[src/rtl/kms_pkg.sv]
// Shared types and constants for the key matrix scanner.
// No dependencies; used by kms_frame, kms_decode and key_matrix_scanner.
package kms_pkg;

  // Fixed widths of the row sample, the key word and the column output.
  localparam int unsigned ROW_BITS = 5;
  localparam int unsigned KEY_BITS = 20;
  localparam int unsigned COL_OUT_BITS = 2;
  localparam int unsigned FN_KEYS = 4;
  localparam int unsigned NUM_BITS = 4;

  // Key bit positions of the four function keys.
  localparam int unsigned FN_POS [FN_KEYS] = '{4, 9, 14, 19};

  // Number mapped to each key bit; function key bits map to zero.
  localparam logic [NUM_BITS-1:0] NUM_TABLE [KEY_BITS] = '{
    4'd12, 4'd8,  4'd4, 4'd0, 4'd0,
    4'd13, 4'd9,  4'd5, 4'd1, 4'd0,
    4'd14, 4'd10, 4'd6, 4'd2, 4'd0,
    4'd15, 4'd11, 4'd7, 4'd3, 4'd0
  };

  // Frame state after one sample has been folded in.
  typedef struct packed {
    logic [COL_OUT_BITS-1:0] next_column;
    logic                    frame_done;
    logic [KEY_BITS-1:0]     cur_frame;
    logic [KEY_BITS-1:0]     prev_frame;
  } kms_frame_t;

endpackage

[src/rtl/kms_frame.sv]
// Column counter, scan word and frame registers of the key matrix scanner.
// Depends on kms_pkg.
module kms_frame #(
  parameter int unsigned NUM_COLUMNS = 4,
  parameter int unsigned NUM_ROWS    = 5
) (
  input  logic                                 clk_i,
  input  logic                                 rst_ni,
  input  logic                                 advance_i,
  input  logic [kms_pkg::ROW_BITS-1:0]         row_levels_i,
  output kms_pkg::kms_frame_t                  frame_o
);
  import kms_pkg::*;

  localparam int unsigned ColW = (NUM_COLUMNS > 1) ? $clog2(NUM_COLUMNS) : 1;
  localparam logic [ROW_BITS-1:0] RowMask = ROW_BITS'((1 << NUM_ROWS) - 1);
  localparam logic [ColW-1:0] LastCol = ColW'(NUM_COLUMNS - 1);

  logic [ColW-1:0]     col_q, col_d;
  logic [KEY_BITS-1:0] scan_q, scan_d;
  logic [KEY_BITS-1:0] cur_q, cur_d;
  logic [KEY_BITS-1:0] prev_q, prev_d;
  logic [ROW_BITS-1:0] pressed;
  logic [5:0]          shift;
  logic [63:0]         placed;
  logic [KEY_BITS-1:0] merged;
  logic                wrap;

  // Place the inverted row sample at the bit offset of the driven column.
  assign pressed = ~row_levels_i & RowMask;
  assign shift   = 6'(col_q) * 6'(NUM_ROWS);
  assign placed  = 64'(pressed) << shift;
  assign merged  = scan_q | placed[KEY_BITS-1:0];
  assign wrap    = (col_q == LastCol);

  // On the last column the frame closes and the scan word starts over.
  always_comb begin
    if (wrap) begin
      col_d  = '0;
      scan_d = '0;
      cur_d  = merged;
      prev_d = cur_q;
    end else begin
      col_d  = col_q + ColW'(1);
      scan_d = merged;
      cur_d  = cur_q;
      prev_d = prev_q;
    end
  end

  assign frame_o.next_column = COL_OUT_BITS'(col_d);
  assign frame_o.frame_done  = wrap;
  assign frame_o.cur_frame   = cur_d;
  assign frame_o.prev_frame  = prev_d;

  // State registers advance once per transaction.
  always_ff @(posedge clk_i or negedge rst_ni) begin
    if (!rst_ni) begin
      col_q  <= '0;
      scan_q <= '0;
      cur_q  <= '0;
      prev_q <= '0;
    end else if (advance_i) begin
      col_q  <= col_d;
      scan_q <= scan_d;
      cur_q  <= cur_d;
      prev_q <= prev_d;
    end
  end

endmodule

[src/rtl/kms_decode.sv]
// Function key masks and number key encoder of the key matrix scanner.
// Depends on kms_pkg.
module kms_decode (
  input  logic [kms_pkg::KEY_BITS-1:0] cur_frame_i,
  input  logic [kms_pkg::KEY_BITS-1:0] prev_frame_i,
  output logic [kms_pkg::FN_KEYS-1:0]  fn_keys_down_o,
  output logic [kms_pkg::FN_KEYS-1:0]  fn_keys_new_o,
  output logic [kms_pkg::NUM_BITS-1:0] number_key_o,
  output logic                         number_key_valid_o
);
  import kms_pkg::*;

  logic [KEY_BITS-1:0] fn_mask;

  // Function keys: held in this frame, and new when absent in the last one.
  always_comb begin
    fn_mask = '0;
    for (int k = 0; k < FN_KEYS; k++) begin
      fn_keys_down_o[k] = cur_frame_i[FN_POS[k]];
      fn_keys_new_o[k]  = cur_frame_i[FN_POS[k]] & ~prev_frame_i[FN_POS[k]];
      fn_mask[FN_POS[k]] = 1'b1;
    end
  end

  // Lowest pressed key bit that is not a function key wins; scanning down lets it override.
  always_comb begin
    number_key_o       = '0;
    number_key_valid_o = 1'b0;
    for (int k = KEY_BITS - 1; k >= 0; k--) begin
      if (cur_frame_i[k] && !fn_mask[k]) begin
        number_key_o       = NUM_TABLE[k];
        number_key_valid_o = 1'b1;
      end
    end
  end

endmodule

[src/rtl/key_matrix_scanner.sv]
// Top level of the key matrix scanner: input register, frame state, result register.
// Depends on kms_pkg, kms_frame and kms_decode.
//
// Channel   Direction  Handshake               Payload
// input     in         in_valid_i / in_stall_o   row_levels_i
// result    out        out_valid_o / out_stall_i next_column_o, frame_done_o, key_state_o,
//                                               fn_keys_down_o, fn_keys_new_o, number_key_o,
//                                               number_key_valid_o
//
// One transaction in, one result out; an accepted input transaction passes the input register,
// then the result register. A new sample is taken every cycle unless in_stall_o holds the input;
// throughput is set by the frame state update, one sample per cycle as the input register drains.
// Reset clears the column counter, scan word and both frames.
// A stall on the result side holds the result register, then the input register.
module key_matrix_scanner #(
  parameter int unsigned NUM_COLUMNS = 4,
  parameter int unsigned NUM_ROWS    = 5
) (
  input  logic                                 clk_i,
  input  logic                                 rst_ni,
  input  logic                                 in_valid_i,
  output logic                                 in_stall_o,
  input  logic [kms_pkg::ROW_BITS-1:0]         row_levels_i,
  output logic                                 out_valid_o,
  input  logic                                 out_stall_i,
  output logic [kms_pkg::COL_OUT_BITS-1:0]     next_column_o,
  output logic                                 frame_done_o,
  output logic [kms_pkg::KEY_BITS-1:0]         key_state_o,
  output logic [kms_pkg::FN_KEYS-1:0]          fn_keys_down_o,
  output logic [kms_pkg::FN_KEYS-1:0]          fn_keys_new_o,
  output logic [kms_pkg::NUM_BITS-1:0]         number_key_o,
  output logic                                 number_key_valid_o
);
  import kms_pkg::*;

  logic                s1_valid_q;
  logic [ROW_BITS-1:0] row_q;
  logic                out_ready;
  logic                s1_adv;
  kms_frame_t          frame;
  logic [FN_KEYS-1:0]  fn_down, fn_new;
  logic [NUM_BITS-1:0] num;
  logic                num_valid;

  logic                    out_valid_q;
  logic [COL_OUT_BITS-1:0] next_column_q;
  logic                    frame_done_q;
  logic [KEY_BITS-1:0]     key_state_q;
  logic [FN_KEYS-1:0]      fn_down_q, fn_new_q;
  logic [NUM_BITS-1:0]     num_q;
  logic                    num_valid_q;

  // Flow control between the two register stages.
  assign out_ready  = !out_valid_q || !out_stall_i;
  assign s1_adv     = s1_valid_q && out_ready;
  assign in_stall_o = s1_valid_q && !out_ready;

  // Input register.
  always_ff @(posedge clk_i or negedge rst_ni) begin
    if (!rst_ni) begin
      s1_valid_q <= 1'b0;
    end else if (!in_stall_o) begin
      s1_valid_q <= in_valid_i;
    end
  end

  always_ff @(posedge clk_i) begin
    if (in_valid_i && !in_stall_o) begin
      row_q <= row_levels_i;
    end
  end

  kms_frame #(
    .NUM_COLUMNS(NUM_COLUMNS),
    .NUM_ROWS   (NUM_ROWS)
  ) u_frame (
    .clk_i       (clk_i),
    .rst_ni      (rst_ni),
    .advance_i   (s1_adv),
    .row_levels_i(row_q),
    .frame_o     (frame)
  );

  kms_decode u_decode (
    .cur_frame_i       (frame.cur_frame),
    .prev_frame_i      (frame.prev_frame),
    .fn_keys_down_o    (fn_down),
    .fn_keys_new_o     (fn_new),
    .number_key_o      (num),
    .number_key_valid_o(num_valid)
  );

  // Result register.
  always_ff @(posedge clk_i or negedge rst_ni) begin
    if (!rst_ni) begin
      out_valid_q <= 1'b0;
    end else if (out_ready) begin
      out_valid_q <= s1_valid_q;
    end
  end

  always_ff @(posedge clk_i) begin
    if (s1_adv) begin
      next_column_q <= frame.next_column;
      frame_done_q  <= frame.frame_done;
      key_state_q   <= frame.cur_frame;
      fn_down_q     <= fn_down;
      fn_new_q      <= fn_new;
      num_q         <= num;
      num_valid_q   <= num_valid;
    end
  end

  assign out_valid_o        = out_valid_q;
  assign next_column_o      = next_column_q;
  assign frame_done_o       = frame_done_q;
  assign key_state_o        = key_state_q;
  assign fn_keys_down_o     = fn_down_q;
  assign fn_keys_new_o      = fn_new_q;
  assign number_key_o       = num_q;
  assign number_key_valid_o = num_valid_q;

endmodule
[config.mk]
export PLATFORM = sky130hd
export DESIGN_NAME = key_matrix_scanner
export DESIGN_NICKNAME = d
export VERILOG_FILES = /design/src/rtl/kms_pkg.sv /design/src/rtl/kms_frame.sv /design/src/rtl/kms_decode.sv /design/src/rtl/key_matrix_scanner.sv
export SDC_FILE = /design/constraint.sdc
export NUM_CORES = 1
export LEC_CHECK = 0
export BUFFER_PORTS_ARGS = -buffer_cell sky130_fd_sc_hd__buf_2
export CAP_MARGIN = 20
export CORE_MARGIN = 2
export CORE_UTILIZATION = 55
export DETAILED_ROUTE_END_ITERATION = 16
export GPL_ROUTABILITY_DRIVEN = 1
export PLACE_DENSITY = 0.75
export SKIP_CTS_REPAIR_TIMING = 1
export SLEW_MARGIN = 20
export SYNTH_ARGS = -nofsm -noshare
export SYNTH_HDL_FRONTEND = slang
export SYNTH_HIERARCHICAL = 1
export SYNTH_SLANG_ARGS = --single-unit
[constraint.sdc]
create_clock -name clk_i -period 7 [get_ports clk_i]
set_input_delay 1.05 -clock clk_i [delete_from_list [all_inputs] [get_ports clk_i]]
set_output_delay 1.05 -clock clk_i [all_outputs]
set_load 0.05 [all_outputs]
Word-level counts from Yosys, hierarchy flattened
Index checks and enable logic that the tools add are counted.
- register bits after elaboration: 105
- bits of input ports: 9
- output and inout port bits: 38
- word-level logic and storage cells: 65
- add/subtract/negate cells: 1
- multipliers: 1
- equality and inequality tests: 1
- shift-type cells: 1
- multiplexer cells: 20
- bitwise gates (word level): 10
- reductions and logical operators: 13
- operators by type and width (operator ; number):
    20-bit two-way mux ; 3
    4-bit two-way mux ; 13
    20-bit bitwise OR ; 1
    5-bit by 5-bit left shift with 20-bit output ; 1
    15-bit OR reduction ; 1
    8-bit OR reduction ; 1
    2-bit by 3-bit multiplier with 5-bit output (second input constant) ; 1
    5-bit NOT ; 1
    1-bit bitwise AND ; 4
    1-bit zero test ; 4
    2-bit two-way mux ; 2
    1-bit NOT ; 4
    4-bit OR reduction ; 1
    1-bit logical AND ; 3
    3-bit two-way mux ; 1
    2-bit by 1-bit adder with 2-bit output (second input constant) ; 1
    2-bit == test (second input constant) ; 1
    2-bit AND reduction ; 1
    2-bit OR reduction ; 1
    1-bit logical OR ; 1
    1-bit two-way mux ; 1

Logic depth before layout (Yosys ltp)
- word-level depth: 19
- gate-level depth with buffers: 9

Modules after synthesis
Netlist, hierarchy kept.
- by module, submodules not included (module ; instances ; cells each ; area each (µm²) ; sequential area each (µm²)):
    kms_frame ; 1 ; 296 ; 3148.0 ; 1551.5
    key_matrix_scanner ; 1 ; 49 ; 1323.8 ; 1281.2
    kms_decode ; 1 ; 37 ; 242.7 ; 0.0

Worst setup path before layout
Ideal clock, no wire load.
- path type: input port to flip-flop
- start: input out_stall_i
- end: register u_frame.prev_q[14]
- library setup time: 0.125 ns
- arrival time: 5.280 ns
- setup slack: 1.596 ns
- cell stages on the path: 4
- buffers on the path: 2
- cells stage by stage: a21boi_0 -> buf_2 -> buf_2 -> mux2_2
- word-level cells in the longest chain between the ends: 3
- ends and longest elaborated chain (what ; RTL line ; source):
    from (decl) ; key_matrix_scanner.sv:25 ; input logic out_stall_i,
    1-bit zero test ; key_matrix_scanner.sv:54 ; assign out_ready = !out_valid_q || !out_stall_i;
    1-bit logical OR ; key_matrix_scanner.sv:54 ;
    1-bit logical AND ; key_matrix_scanner.sv:55 ; assign s1_adv = s1_valid_q && out_ready;
    to (signal assigned) ; kms_frame.sv:67 ; prev_q <= prev_d;
    to (decl) ; kms_frame.sv:22 ; logic [KEY_BITS-1:0] prev_q, prev_d;
Every way passes these cells.
A chain may end at the register's enable or synchronous reset.

==> results.md <==
- Counting instances, the worst hold path has a depth of 1.
- In this run the tool buffered the top-level ports with 46 buffer cells.
- The number of placement rows is 30.
- The number of cells produced by synthesis is 334.
- Per report_power, the combinational group accounts for 43.3% of the total.
- Global routing used 19.7% of the available tracks.
- Between clock sinks in the finished design, the worst skew comes to 0.00684 ns.
- The clock network is responsible for 16.4% of the overall power.
- The final-report setup violation count is 0.
- The path with the worst hold slack has its endpoint at u_frame/prev_q[19].
- The maximum vdd drop is 0.215 mV.
- The most common library cell in the layout ignoring fill and taps is dfrtp_1.
- The number of nets in the synthesized netlist is 344.
- The routed design could run at a clock period as short as 3.76 ns.
- The type of origin of the critical path is a flop.
- STA classifies the critical path endpoint as a flop.
- The headroom to the max-slew limit is 28.2%.
- The clock drives 89 sinks.
- The reg-to-reg critical path endpoint is number_key_o[2].
- Derived from the worst setup path, the maximum achievable clock frequency is 266 MHz.
- The area growth from synthesis to layout is 11.2%.
- After detailed routing, the total wire length is 7180 um.
- The number of global-route vias before repair is 2376.
- The final layout contains 373 nets.
- The worst hold path begins at u_frame/prev_q[19].
- Net switching is 42.4% of the power.
- The number of warnings issued by yosys is 6.
- The placed cell count is 448.
- The root buffer selected by CTS is clkbuf_8.
- The leakage power is 1.72 nW.
- The wire length of the first global-routing pass is 11600 um.
- The die height is 88.8 um.
- The internal portion of the total power is 1.29 mW.
- The clock-pin slew on the worst setup and hold paths is 0.08 ns.
- In the final routed layout, each cell accounts on average for 15.5 um.
- The setup slack of the most critical reg-to-reg path is 3.24 ns.
- The worst register-to-register path has a depth of 7.
- The worst-case clock buffer depth is 2.
- The switching power of the nets is 0.950 mW.
- The die area is 0.00788 mm^2.
- The first detailed-routing pass took 5 iterations.
- The worst register-to-register path begins at u_frame/col_q[1].
- The worst min-delay path class is reg2reg.
- The number of top-level pins is 47.
- The post-DP HPWL is 4410 um.
- The biggest fanout along the worst timing path is 42.
- The starting density of the core is 57.6%.
- For the pin with the worst max-slew slack, the measured transition is 1.08 ns.
- Entering global routing, the biggest net connects 84 pins.
- The routed via count is 2676.
- At the end of routability-driven placement, the weighted congestion stood at 0.809.
- The first-iteration detailed-routing DRC count is 281.
- Adding up every negative setup slack in the final design gives 0 ns.
- The tool flagged a number of max-cap violations equal to 0.
- The count of nets left with antenna violations after detail routing is 0.
- TritonCTS created 9 clock buffers.
- The floorplan step set the die width to 88.8 um.
- Setup repair after global routing left no endpoint under its margin.
- The fraction of the core area covered by cells at the end of the flow is 64.0%.
- The number of max-slew violations in the final report is 0.
- The DRC violations left is 0.
- The later pin in the worst-skew pair is clocked with a latency of 0.35 ns.
- The leftover overflow at the end of global routing is 0.
- In the layout the commonest cells are dfrtp_1 (48), buf_2 (46), edfxtp_1 (41), a31oi_1 (41), a21oi_1 (40).
- The CTS H-tree depth is 3.
- The required arrival time at the worst endpoint is 7.10 ns.
- The run finished with clean final reports.
- The repair_antennas step left the layout with diodes totalling 0.
- The portion of the clock cycle consumed by the worst path in the final layout is 53.8%.
- The mean cell area of the mapped netlist is 11.8 um^2.
- The number of cells in the finished layout apart from fillers is 464.
- The core region is 0.00687 mm^2.
- Using the TritonRoute via totals, the vias-per-cell ratio works out to 5.77.
- The number of hold violations in the final report was 0.
- Summing every instance area after synthesis gives 0.00395 mm^2.
- The power density relative to cell area is 510 mW/mm^2.
- The initial antenna violation count is 0.
- The post-route netlist has 23.6% of its cells at a drive strength greater than 1.
- The data arrival time of the worst path is 3.86 ns.
- The setup path with the least slack is of type reg2reg.
- The TritonCTS clock tree is done.
- Of the total power, registers draw 40.3%.
-- flip-flops by register name (all words and copies together), names as in the netlist --
name and flops:
row_q 5, u_frame/col_q 2, out_valid_o 1, fn_keys_new_o 4
frame_done_o 1, next_column_o 2, u_frame/cur_q 20, u_frame/prev_q 4
number_key_o 4, fn_keys_down_o 4, u_frame/scan_q 20, s1_valid_q 1
number_key_valid_o 1, key_state_o 20
-- how the worst max path moves through the flow --
stage / startpoint / to / slack [ns] / cells past startpoint
after global placement: u_frame/col_q[1] / number_key_o[2] / 3.48 / 7
after global routing: u_frame/col_q[1] / number_key_o[2] / 3.06 / 7
final: u_frame/col_q[1] / number_key_o[2] / 3.24 / 7
after CTS: u_frame/col_q[1] / number_key_o[2] / 3.32 / 7
after floorplan: out_stall_i / u_frame/prev_q[14] / 1.72 / 4
after detailed placement: u_frame/col_q[1] / number_key_o[2] / 3.32 / 7
-- worst max-delay path: stages (launching register included) --
cell	delay, ns
dfrtp_1	1.06
ha_2	0.78
buf_4	0.41
nor2_1	0.08
a31oi_1	0.31
or3b_2	0.48
a311oi_1	0.29
a31oi_1	0.08
-- layer usage --
metal	share of wire (%)	up-vias	GRT usage (%)
li1	-	1289	-
met1	44	1304	26.7
met2	50	75	31.0
met3	4.4	8	3.36
met4	1.5	0	9.23
met5	0	-	0
-- power groups by stage --
| stage | clock network [mW] | registers (mW) | logic (mW) |
|---|---|---|---|
| after floorplan | 0 | 1.13 | 0.572 |
| after global placement | 0 | 0.903 | 0.942 |
| after detailed placement | 0 | 0.914 | 0.969 |
| after CTS | 0.376 | 0.903 | 0.969 |
| after global routing | 0.398 | 0.928 | 1.06 |
| final | 0.368 | 0.904 | 0.970 |
-- stage by stage --
stage	setup WS [ns]	total power [mW]	cell area [um^2]	hold slack, ns
2_1_floorplan	1.72	1.70	3950	0.467
3_3_place_gp	3.48	1.85	4190	0.488
3_5_place_dp	3.32	1.88	4190	0.496
4_1_cts	3.32	2.25	4400	0.515
5_1_grt	3.06	2.39	4400	0.536
6_report	3.24	2.24	4400	0.513
-- layout make-up --
| cell class | instances | area [um^2] |
|---|---|---|
| Clock buffer | 9 | 124 |
| Clock inverter | 7 | 85.1 |
| Fill cell | 515 | 2470 |
| Inverter | 22 | 82.6 |
| Multi-Input combinational cell | 190 | 1280 |
| Sequential cell | 89 | 2430 |
| Tap cell | 96 | 120 |
| Timing Repair Buffer | 51 | 268 |
Note: power is estimated with default switching activity, not from simulation.
